### config.mk
export PLATFORM = sky130hd
export DESIGN_NAME = encoder_reply_check_and_velocity
export DESIGN_NICKNAME = d
export VERILOG_FILES = /design/src/rtl/core/ercv_pkg.sv /design/src/rtl/core/ercv_div.sv /design/src/rtl/core/encoder_reply_check_and_velocity.sv
export SDC_FILE = /design/constraint.sdc
export NUM_CORES = 2
export LEC_CHECK = 0
export BUFFER_PORTS_ARGS = -buffer_cell sky130_fd_sc_hd__buf_2
export CORE_MARGIN = 3
export CORE_UTILIZATION = 29
export CTS_CLUSTER_SIZE = 24
export DETAILED_ROUTE_END_ITERATION = 8
export GPL_ROUTABILITY_DRIVEN = 0
export PLACE_DENSITY_LB_ADDON = 0.3
export SLEW_MARGIN = 15
export SYNTH_ARGS = -nofsm -noshare
export SYNTH_HDL_FRONTEND = slang
export SYNTH_SLANG_ARGS = --single-unit
export TNS_END_PERCENT = 20
### constraint.sdc
create_clock -name clk -period 11.87 [get_ports clk]
set_clock_uncertainty 0.15 [all_clocks]
set_input_delay 0.5935 -clock clk [delete_from_list [all_inputs] [get_ports clk]]
set_output_delay 0.5935 -clock clk [all_outputs]
set_load 0.01 [all_outputs]
### src/rtl/core/ercv_pkg.sv
// ----------------------------------------------------------------------------
// ercv_pkg
// Shared widths and the request/response types of the serial divider used by
// the encoder reply check and velocity block.
// ----------------------------------------------------------------------------
package ercv_pkg;

  // field widths
  localparam int POS_W  = 14;
  localparam int VEL_W  = 24;
  localparam int TIME_W = 32;
  localparam int CNT_W  = 32;

  // |delta| * 1000 fits in 23 bits, so does the quotient
  localparam int DVD_W = 23;

  // default slot count
  localparam int ERCV_NUM_SLOTS = 4;

  // divider request from the sequencer
  typedef struct packed {
    logic              start;
    logic [DVD_W-1:0]  dividend;
    logic [TIME_W-1:0] divisor;
  } div_req_t;

  // divider status back to the sequencer
  typedef struct packed {
    logic             busy;
    logic             done;
    logic [DVD_W-1:0] quot;
  } div_rsp_t;

endpackage

### src/rtl/core/ercv_div.sv
// ----------------------------------------------------------------------------
// ercv_div
// Restoring serial divider, one quotient bit per cycle. Divides the velocity
// numerator magnitude by the elapsed time in milliseconds.
// ----------------------------------------------------------------------------
module ercv_div
  import ercv_pkg::*;
(
  input  logic     clk,
  input  logic     rst_n,
  input  div_req_t req,
  output div_rsp_t rsp
);

  localparam int STEP_W = $clog2(DVD_W + 1);

  logic              busy_r;
  logic              done_r;
  logic [STEP_W-1:0] step_r;
  logic [TIME_W-1:0] rem_r;
  logic [TIME_W-1:0] dvs_r;
  logic [DVD_W-1:0]  dvd_r;
  logic [DVD_W-1:0]  quot_r;

  logic [TIME_W:0]   trial;
  logic [TIME_W:0]   trial_diff;
  logic              trial_ge;

  // shift in the next dividend bit and try a subtract
  always_comb begin
    trial      = {rem_r, dvd_r[DVD_W-1]};
    trial_diff = trial - {1'b0, dvs_r};
    trial_ge   = (trial >= {1'b0, dvs_r});
  end

  // iteration control and datapath
  always_ff @(posedge clk) begin
    if (!rst_n) begin
      busy_r <= 1'b0;
      done_r <= 1'b0;
      step_r <= '0;
    end else begin
      done_r <= 1'b0;
      if (req.start && !busy_r) begin
        busy_r <= 1'b1;
        step_r <= STEP_W'(DVD_W);
        rem_r  <= '0;
        dvs_r  <= req.divisor;
        dvd_r  <= req.dividend;
        quot_r <= '0;
      end else if (busy_r) begin
        rem_r  <= trial_ge ? trial_diff[TIME_W-1:0] : trial[TIME_W-1:0];
        quot_r <= {quot_r[DVD_W-2:0], trial_ge};
        dvd_r  <= {dvd_r[DVD_W-2:0], 1'b0};
        step_r <= step_r - STEP_W'(1);
        if (step_r == STEP_W'(1)) begin
          busy_r <= 1'b0;
          done_r <= 1'b1;
        end
      end
    end
  end

  assign rsp.busy = busy_r;
  assign rsp.done = done_r;
  assign rsp.quot = quot_r;

endmodule

### src/rtl/core/encoder_reply_check_and_velocity.sv
// ----------------------------------------------------------------------------
// encoder_reply_check_and_velocity
// Checks one polled absolute encoder reply per item, keeps per-slot position,
// velocity and read counters, and reports them in counts and in degrees.
// ----------------------------------------------------------------------------
// One item is taken at a time: in_tready is high only while the sequencer is
// idle. A slot not in use goes from S_EVAL to S_PACK, a reply needing no new
// velocity goes via S_MUL, and a good reply with nonzero elapsed time passes
// S_LOAD and S_DIV too, where the 23-step serial divider forms delta*1000/dt.
// The result sits in an output register, so the next item is accepted while
// it waits for out_tready. Position is unwrapped modulo 2^resolution before
// the velocity divide; a zero elapsed time keeps the previous velocity.
module encoder_reply_check_and_velocity
  import ercv_pkg::*;
#(
  parameter int NUM_SLOTS = ERCV_NUM_SLOTS
) (
  input  logic         clk,
  input  logic         rst_n,
  // input items
  input  logic         in_tvalid,
  output logic         in_tready,
  input  logic [47:0]  in_tdata,   // raw_reply[15:0], now_ms[47:16]
  input  logic [2:0]   in_tuser,   // slot[1:0], read_ok[2]
  // result items
  output logic         out_tvalid,
  input  logic         out_tready,
  // online[0], position_counts[14:1], velocity_counts[38:15],
  // position_tenths_deg[50:39], velocity_hundredths_deg[66:51],
  // good_reads[98:67], bad_reads[130:99], zero fill[135:131]
  output logic [135:0] out_tdata,
  output logic [4:0]   out_tuser,  // slot_out[1:0], accepted[2], reply_status[4:3]
  // configuration writes
  input  logic         cfg_we,
  input  logic [0:0]   cfg_addr,
  input  logic [3:0]   cfg_wdata
);

  localparam int SLOT_IW = (NUM_SLOTS > 1) ? $clog2(NUM_SLOTS) : 1;

  // register indexes
  localparam logic [0:0] REG_RESOLUTION = 1'd0;
  localparam logic [0:0] REG_ENC_COUNT  = 1'd1;

  // reply status codes
  localparam logic [1:0] ST_GOOD  = 2'd0;
  localparam logic [1:0] ST_XFER  = 2'd1;
  localparam logic [1:0] ST_CHECK = 2'd2;

  // check bit coverage
  localparam logic [13:0] ODD_MASK  = 14'h2AAA;
  localparam logic [13:0] EVEN_MASK = 14'h1555;

  // scale factors
  localparam logic [9:0]  VEL_MS_SCALE = 10'd1000;
  localparam logic [15:0] HDEG_SCALE   = 16'd36000;
  localparam logic [11:0] TDEG_SCALE   = 12'd3600;

  typedef enum logic [2:0] {
    S_IDLE,
    S_EVAL,
    S_LOAD,
    S_DIV,
    S_MUL,
    S_PACK
  } state_t;

  // configuration
  logic [3:0] res_cfg_r;
  logic [2:0] enc_cnt_r;

  always_ff @(posedge clk) begin
    if (!rst_n) begin
      res_cfg_r <= 4'd14;
      enc_cnt_r <= 3'd4;
    end else if (cfg_we) begin
      unique case (cfg_addr)
        REG_RESOLUTION: res_cfg_r <= cfg_wdata;
        REG_ENC_COUNT:  enc_cnt_r <= cfg_wdata[2:0];
        default: ;
      endcase
    end
  end

  // effective resolution and derived counts per revolution
  logic [3:0]       res_eff;
  logic [3:0]       shamt;
  logic [POS_W:0]   cpr;
  logic [POS_W-1:0] pos_mask;

  always_comb begin
    if (res_cfg_r == 4'd0) begin
      res_eff = 4'd1;
    end else if (res_cfg_r > 4'd14) begin
      res_eff = 4'd14;
    end else begin
      res_eff = res_cfg_r;
    end
    shamt    = 4'd14 - res_eff;
    cpr      = (POS_W+1)'(1) << res_eff;
    pos_mask = POS_W'(cpr - (POS_W+1)'(1));
  end

  // per-slot state
  logic [POS_W-1:0]  pos_r  [NUM_SLOTS];
  logic [TIME_W-1:0] time_r [NUM_SLOTS];
  logic              has_r  [NUM_SLOTS];
  logic [VEL_W-1:0]  vel_r  [NUM_SLOTS];
  logic              onl_r  [NUM_SLOTS];
  logic [CNT_W-1:0]  good_r [NUM_SLOTS];
  logic [CNT_W-1:0]  bad_r  [NUM_SLOTS];

  // sequencer registers
  state_t            state_r;
  logic [1:0]        slot_r;
  logic              ok_r;
  logic [15:0]       reply_r;
  logic [TIME_W-1:0] now_r;
  logic              acc_r;
  logic [1:0]        status_r;
  logic [POS_W-1:0]  dmag_r;
  logic              dneg_r;
  logic [TIME_W-1:0] dt_r;
  logic              vneg_r;
  logic [38:0]       hprod_r;
  logic [25:0]       tprod_r;
  logic              out_tvalid_r;
  logic [135:0]      out_tdata_r;
  logic [4:0]        out_tuser_r;

  div_req_t div_req;
  div_rsp_t div_rsp;

  // reply evaluation
  logic [SLOT_IW-1:0] sidx;
  logic               acc;
  logic [1:0]         status;
  logic [POS_W-1:0]   cur;
  logic [POS_W-1:0]   prev;
  logic [TIME_W-1:0]  dt;
  logic signed [15:0] diff;
  logic signed [15:0] half_s;
  logic signed [15:0] cpr_s;
  logic signed [15:0] delta;
  logic               wr_good;
  logic               wr_first;
  logic               wr_bad;
  logic               wr_vel;
  logic               need_div;
  logic [VEL_W-1:0]   vel_new;

  always_comb begin
    sidx = SLOT_IW'(slot_r);
    acc  = ({1'b0, slot_r} < enc_cnt_r) && (32'(slot_r) < 32'(NUM_SLOTS));
    if (!ok_r) begin
      status = ST_XFER;
    end else if ((reply_r[15] == ~(^(reply_r[13:0] & ODD_MASK))) &&
                 (reply_r[14] == ~(^(reply_r[13:0] & EVEN_MASK)))) begin
      status = ST_GOOD;
    end else begin
      status = ST_CHECK;
    end
    cur    = POS_W'(reply_r[13:0] >> shamt);
    prev   = pos_r[sidx] & pos_mask;
    dt     = now_r - time_r[sidx];
    diff   = $signed({2'b00, cur}) - $signed({2'b00, prev});
    half_s = $signed({1'b0, cpr >> 1});
    cpr_s  = $signed({1'b0, cpr});
    // wrap the position change into half a revolution either way
    if (diff > half_s) begin
      delta = diff - cpr_s;
    end else if (diff < -half_s) begin
      delta = diff + cpr_s;
    end else begin
      delta = diff;
    end
  end

  // state file write strobes
  always_comb begin
    wr_good  = (state_r == S_EVAL) && acc && (status == ST_GOOD);
    wr_bad   = (state_r == S_EVAL) && acc && (status != ST_GOOD);
    wr_first = wr_good && !has_r[sidx];
    need_div = wr_good && has_r[sidx] && (dt != '0);
    wr_vel   = (state_r == S_DIV) && div_rsp.done;
    vel_new  = dneg_r ? (VEL_W'(0) - VEL_W'(div_rsp.quot)) : VEL_W'(div_rsp.quot);
  end

  // per-slot state update
  always_ff @(posedge clk) begin
    if (!rst_n) begin
      for (int i = 0; i < NUM_SLOTS; i++) begin
        pos_r[i]  <= '0;
        time_r[i] <= '0;
        has_r[i]  <= 1'b0;
        vel_r[i]  <= '0;
        onl_r[i]  <= 1'b0;
        good_r[i] <= '0;
        bad_r[i]  <= '0;
      end
    end else begin
      if (wr_good) begin
        onl_r[sidx]  <= 1'b1;
        good_r[sidx] <= good_r[sidx] + CNT_W'(1);
        pos_r[sidx]  <= cur;
        time_r[sidx] <= now_r;
      end
      if (wr_first) begin
        vel_r[sidx] <= '0;
        has_r[sidx] <= 1'b1;
      end
      if (wr_bad) begin
        onl_r[sidx] <= 1'b0;
        bad_r[sidx] <= bad_r[sidx] + CNT_W'(1);
      end
      if (wr_vel) begin
        vel_r[sidx] <= vel_new;
      end
    end
  end

  // divider request
  always_comb begin
    div_req.start    = (state_r == S_LOAD);
    div_req.dividend = DVD_W'(24'(dmag_r) * 24'(VEL_MS_SCALE));
    div_req.divisor  = dt_r;
  end

  ercv_div u_div (
    .clk   (clk),
    .rst_n (rst_n),
    .req   (div_req),
    .rsp   (div_rsp)
  );

  // conversion of the stored state for the result
  logic [VEL_W-1:0] vel_cur;
  logic [DVD_W-1:0] vmag;
  logic [38:0]      hmag;
  logic [15:0]      hdeg;
  logic [11:0]      tdeg;

  always_comb begin
    vel_cur = vel_r[sidx];
    vmag    = DVD_W'(vel_cur[VEL_W-1] ? (VEL_W'(0) - vel_cur) : vel_cur);
    hmag    = hprod_r >> res_eff;
    if (vneg_r) begin
      hdeg = (hmag > 39'd32768) ? 16'h8000 : (16'd0 - hmag[15:0]);
    end else begin
      hdeg = (hmag > 39'd32767) ? 16'h7FFF : hmag[15:0];
    end
    tdeg = 12'(tprod_r >> res_eff);
  end

  // sequencer and output register
  always_ff @(posedge clk) begin
    if (!rst_n) begin
      state_r      <= S_IDLE;
      out_tvalid_r <= 1'b0;
    end else begin
      if ((state_r == S_PACK) && (!out_tvalid_r || out_tready)) begin
        out_tvalid_r <= 1'b1;
      end else if (out_tready) begin
        out_tvalid_r <= 1'b0;
      end
      unique case (state_r)
        S_IDLE: begin
          if (in_tvalid) begin
            slot_r  <= in_tuser[1:0];
            ok_r    <= in_tuser[2];
            reply_r <= in_tdata[15:0];
            now_r   <= in_tdata[47:16];
            state_r <= S_EVAL;
          end
        end
        S_EVAL: begin
          acc_r    <= acc;
          status_r <= status;
          dmag_r   <= POS_W'(delta[15] ? -delta : delta);
          dneg_r   <= delta[15];
          dt_r     <= dt;
          if (!acc) begin
            state_r <= S_PACK;
          end else if (need_div) begin
            state_r <= S_LOAD;
          end else begin
            state_r <= S_MUL;
          end
        end
        S_LOAD: begin
          state_r <= S_DIV;
        end
        S_DIV: begin
          if (div_rsp.done) begin
            state_r <= S_MUL;
          end
        end
        S_MUL: begin
          vneg_r  <= vel_cur[VEL_W-1];
          hprod_r <= 39'(vmag) * 39'(HDEG_SCALE);
          tprod_r <= 26'(pos_r[sidx] & pos_mask) * 26'(TDEG_SCALE);
          state_r <= S_PACK;
        end
        S_PACK: begin
          if (!out_tvalid_r || out_tready) begin
            if (acc_r) begin
              out_tuser_r <= {status_r, 1'b1, slot_r};
              out_tdata_r <= {5'd0, bad_r[sidx], good_r[sidx], hdeg, tdeg,
                              vel_cur, pos_r[sidx], onl_r[sidx]};
            end else begin
              out_tuser_r <= {ST_GOOD, 1'b0, slot_r};
              out_tdata_r <= '0;
            end
            state_r <= S_IDLE;
          end
        end
        default: state_r <= S_IDLE;
      endcase
    end
  end

  assign in_tready  = (state_r == S_IDLE);
  assign out_tvalid = out_tvalid_r;
  assign out_tdata  = out_tdata_r;
  assign out_tuser  = out_tuser_r;

`ifndef SYNTHESIS
  // the divider only runs while the sequencer waits on it
  a_div_in_div_state: assert property (@(posedge clk) disable iff (!rst_n)
    div_rsp.busy |-> (state_r == S_DIV))
    else $error("divider busy outside the divide step");

  // a rejected slot reports nothing but its index
  a_reject_zero: assert property (@(posedge clk) disable iff (!rst_n)
    (out_tvalid && !out_tuser[2]) |-> ((out_tdata == '0) && (out_tuser[4:3] == ST_GOOD)))
    else $error("rejected slot result carries data");

  // a good reply leaves the slot online
  a_good_online: assert property (@(posedge clk) disable iff (!rst_n)
    (out_tvalid && out_tuser[2] && (out_tuser[4:3] == ST_GOOD)) |-> out_tdata[0])
    else $error("good reply but slot offline");

  // a failed or bad reply leaves the slot offline
  a_bad_offline: assert property (@(posedge clk) disable iff (!rst_n)
    (out_tvalid && out_tuser[2] && (out_tuser[4:3] != ST_GOOD)) |-> !out_tdata[0])
    else $error("bad reply but slot online");
`endif

endmodule
==> results.toml <==
[detailed_routing]
avgViaCountPerCell = 4.74
drtPass1Iterations = 6
route.detailed.wl_per_inst_um = 19.1
drt-total-wl_um = 149000
dr.first_iter.drc_count = 2524
ant_nets = 0
via_count = 37000
remaining_drc_errors = 0

[worst_hold_path]
holdPathEnd = "reply_r[1]$_DFFE_PP_"
min_from = "in_tdata[1]"
whs_path_depth = 1
hold_class = "in -> reg"

[global_route]
grt_util_met1_pct = 18.5
overflow = 0
grt_pass1_vias = 38300
busiest_layer = "met2"
grt_antenna_before_repair = 3
grtUsageTotal_pct = 14.6
grt_max_degree = 89
grt_pass1_wl_um = 231000
grtUsageMet3_pct = 2.16
grtUsageMet2_pct = 25.8

[setup_path]
slowest_delay_ps = 790
worstReg2RegStart = "res_cfg_r[1]$_SDFFE_PN1P_"
r2r_slack_ps = 2830
critPathSlowestCell = "inv_2"
cp-startpoint = "res_cfg_r[1]$_SDFFE_PN1P_"
reg2reg_to = "dmag_r[13]$_DFFE_PP_"
reg2regPathDepth = 30
worstSetupEndpointType = "flip-flop"
crit_required_ps = 12180
cp_max_fo = 40
cp.arrival_ps = 9350
crit_path_frequent_cell = "nor2_1"
start_kind = "flip-flop"
crit_type = "reg -> reg"

[clocking]
clk_latency_ps = 790
cts_buffers = 111
cts.sinks = 965
clkSlewWorstSetupHoldPaths_ps = 60
cts.repair.resized = 0
ctsHoldBuffers = 53
root_buffer = "clkbuf_16"
clock_tree.buffer_depth = 3
cts_setup_buffers = 0
cts_tree = "yes"
h-tree-depth = 3

[layout]
layout-drive-gt1-share_pct = 12.8
fill_cells = 19500
register_area_mm2 = 0.0287
area_delta_synth_final_pct = 14.7
design_area_mm2 = 0.0656
multi_input_area_mm2 = 0.0260
final_common_cell = "edfxtp_1"
final_cell_mix = "939 x edfxtp_1, 586 x nor2_1, 484 x inv_1"
fin_nets = 5662
antenna_cells = 0

[place]
dpl_cell_area_mm2 = 0.0613
portBuffers = 198
dp_hpwl_um = 103000

[yosys]
synth.avg_cell_area_um2 = 11.8
yosys.area_share.adder_pct = 12.8
synthFlopType = "edfxtp_1"
yosys_warnings = 0
synth-edff-count = 939
synth_simple_gate_area_share_pct = 12.0
syn-cell-area_mm2 = 0.0572
synth_top_family_by_area = "adder cells"
synth_xor_xnor_area_share_pct = 4.25
synth.distinct_cells = 89
synth_seq_cells = 965
synthArstFlopShare_pct = 0
syn_inst = 4850
synth-compound-area-share_pct = 7.35
muxShareOfSynthArea_pct = 8.79
ys_seq_area_share_pct = 50.2

[die]
die_y_um = 450
coreArea_mm2 = 0.196
die_x_um = 450
rows = 162
die_area_mm2 = 0.203
start_util_pct = 29.3
io_pins = 204

[timing]
worst_pin_slew_ps = 1170
tns_ps = 0
maxSlewHeadroom_pct = 22.1
hold_violations = 0
max_freq_ghz = 0.111
drv_slew = 0
hold_slack_ps = 31.5
setup_viol = 0
layout_worst_path_cycle_share_pct = 76.2
rsz0062_at_grt = "no"
finalCriticalPeriod_ps = 9040

[power]
p_leak_nw = 26.2
p_per_area_mw_per_mm2 = 240
peakVddDrop_mv = 0.268

[run_status]
status = "completed"

[job]
drv_cap = 0
flip-flops by register name, indices dropped and copies added, names as in the netlist, 34 cells and up, named ones only:
| register | flops |
|---|---|
| bad_r | 128 |
| good_r | 128 |
| hprod_r | 34 |
| out_tdata | 131 |
| pos_r | 56 |
| time_r | 128 |
| vel_r | 96 |
metrics by stage:
| step | power [mW] | cells | setup WS [ps] | util [%] |
|---|---|---|---|---|
| 6_report | 15.8 | 7809 | 2830 | 33.5 |
| 5_1_grt | 17.2 | 7809 | 2100 | 33.5 |
| 4_1_cts | 16.0 | 7809 | 2940 | 33.5 |
| 3_5_place_dp | 12.3 | 7550 | 2940 | 31.4 |
| 3_3_place_gp | 12.3 | 7550 | 3060 | 31.4 |
| 2_1_floorplan | 10.5 | 4855 | 9.63 | - |
cells by family after synthesis:
group,count (synthesis)
other,1
buffers and inverters,679
AND/OR/NAND/NOR,1495
adder cells (fa/ha/maj),509
flip-flops,965
XOR/XNOR,278
AO/OA/AOI/OAI,630
multiplexers,293
how the worst max path moves through the flow:
stage	end	slack, ps	depth (start not counted)
6_report	dmag_r[13]$_DFFE_PP_	2830	30
3_5_place_dp	dmag_r[13]$_DFFE_PP_	2940	30
4_1_cts	dmag_r[13]$_DFFE_PP_	2940	30
2_1_floorplan	out_tdata[0]$_SDFFCE_PN0P_	10	3
3_3_place_gp	dmag_r[13]$_DFFE_PP_	3060	30
5_1_grt	dmag_r[13]$_DFFE_PP_	2100	31
report_power, final:
group	switching (mW)	internal [mW]	leakage (nW)	total (mW)
combinational	4.52	3.41	15.0	7.92
sequential	0.122	4.19	9.43	4.32
clock	1.48	2.05	1.78	3.53
routing by layer:
| layer | vias to the layer above | wire length [µm] |
|---|---|---|
| met5 | - | 0 |
| met4 | 0 | 3790 |
| met3 | 194 | 5960 |
| met2 | 746 | 74200 |
| met1 | 18400 | 65200 |
| li1 | 17700 | - |
cell usage after synthesis (125+ instances only):
master | n | share of area, %
nand2_1 | 370 | 2.4
fa_1 | 125 | 4.4
o21ai_0 | 127 | 1.1
mux4_2 | 167 | 6.6
inv_1 | 486 | 3.2
nor2_1 | 589 | 3.9
edfxtp_1 | 939 | 49
clkbuf_1 | 130 | 0.85
ha_1 | 384 | 8.4
and2_1 | 197 | 2.2
a21oi_1 | 162 | 1.4
xnor2_1 | 191 | 2.9
cell type report:
cell class / count / share of cell area [%]
Clock inverter: 74 / 1.35
Sequential cell: 965 / 43.8
Multi-Input combinational cell: 3211 / 39.7
Inverter: 492 / 2.81
Clock buffer: 132 / 4.35
Timing Repair Buffer: 311 / 3.02
Tap cell: 2624 / 5.00
critical path, delay by kind of cell, from the launching register on:
family	cells	cell delay, ps
simple gates	9	2430
fa+ha+maj	4	1330
xor+xnor	2	590
mux	1	280
compound gates	10	2130
flops	1	290
buf+inv	4	1540
No activity file was read; power rests on OpenSTA's default activity.
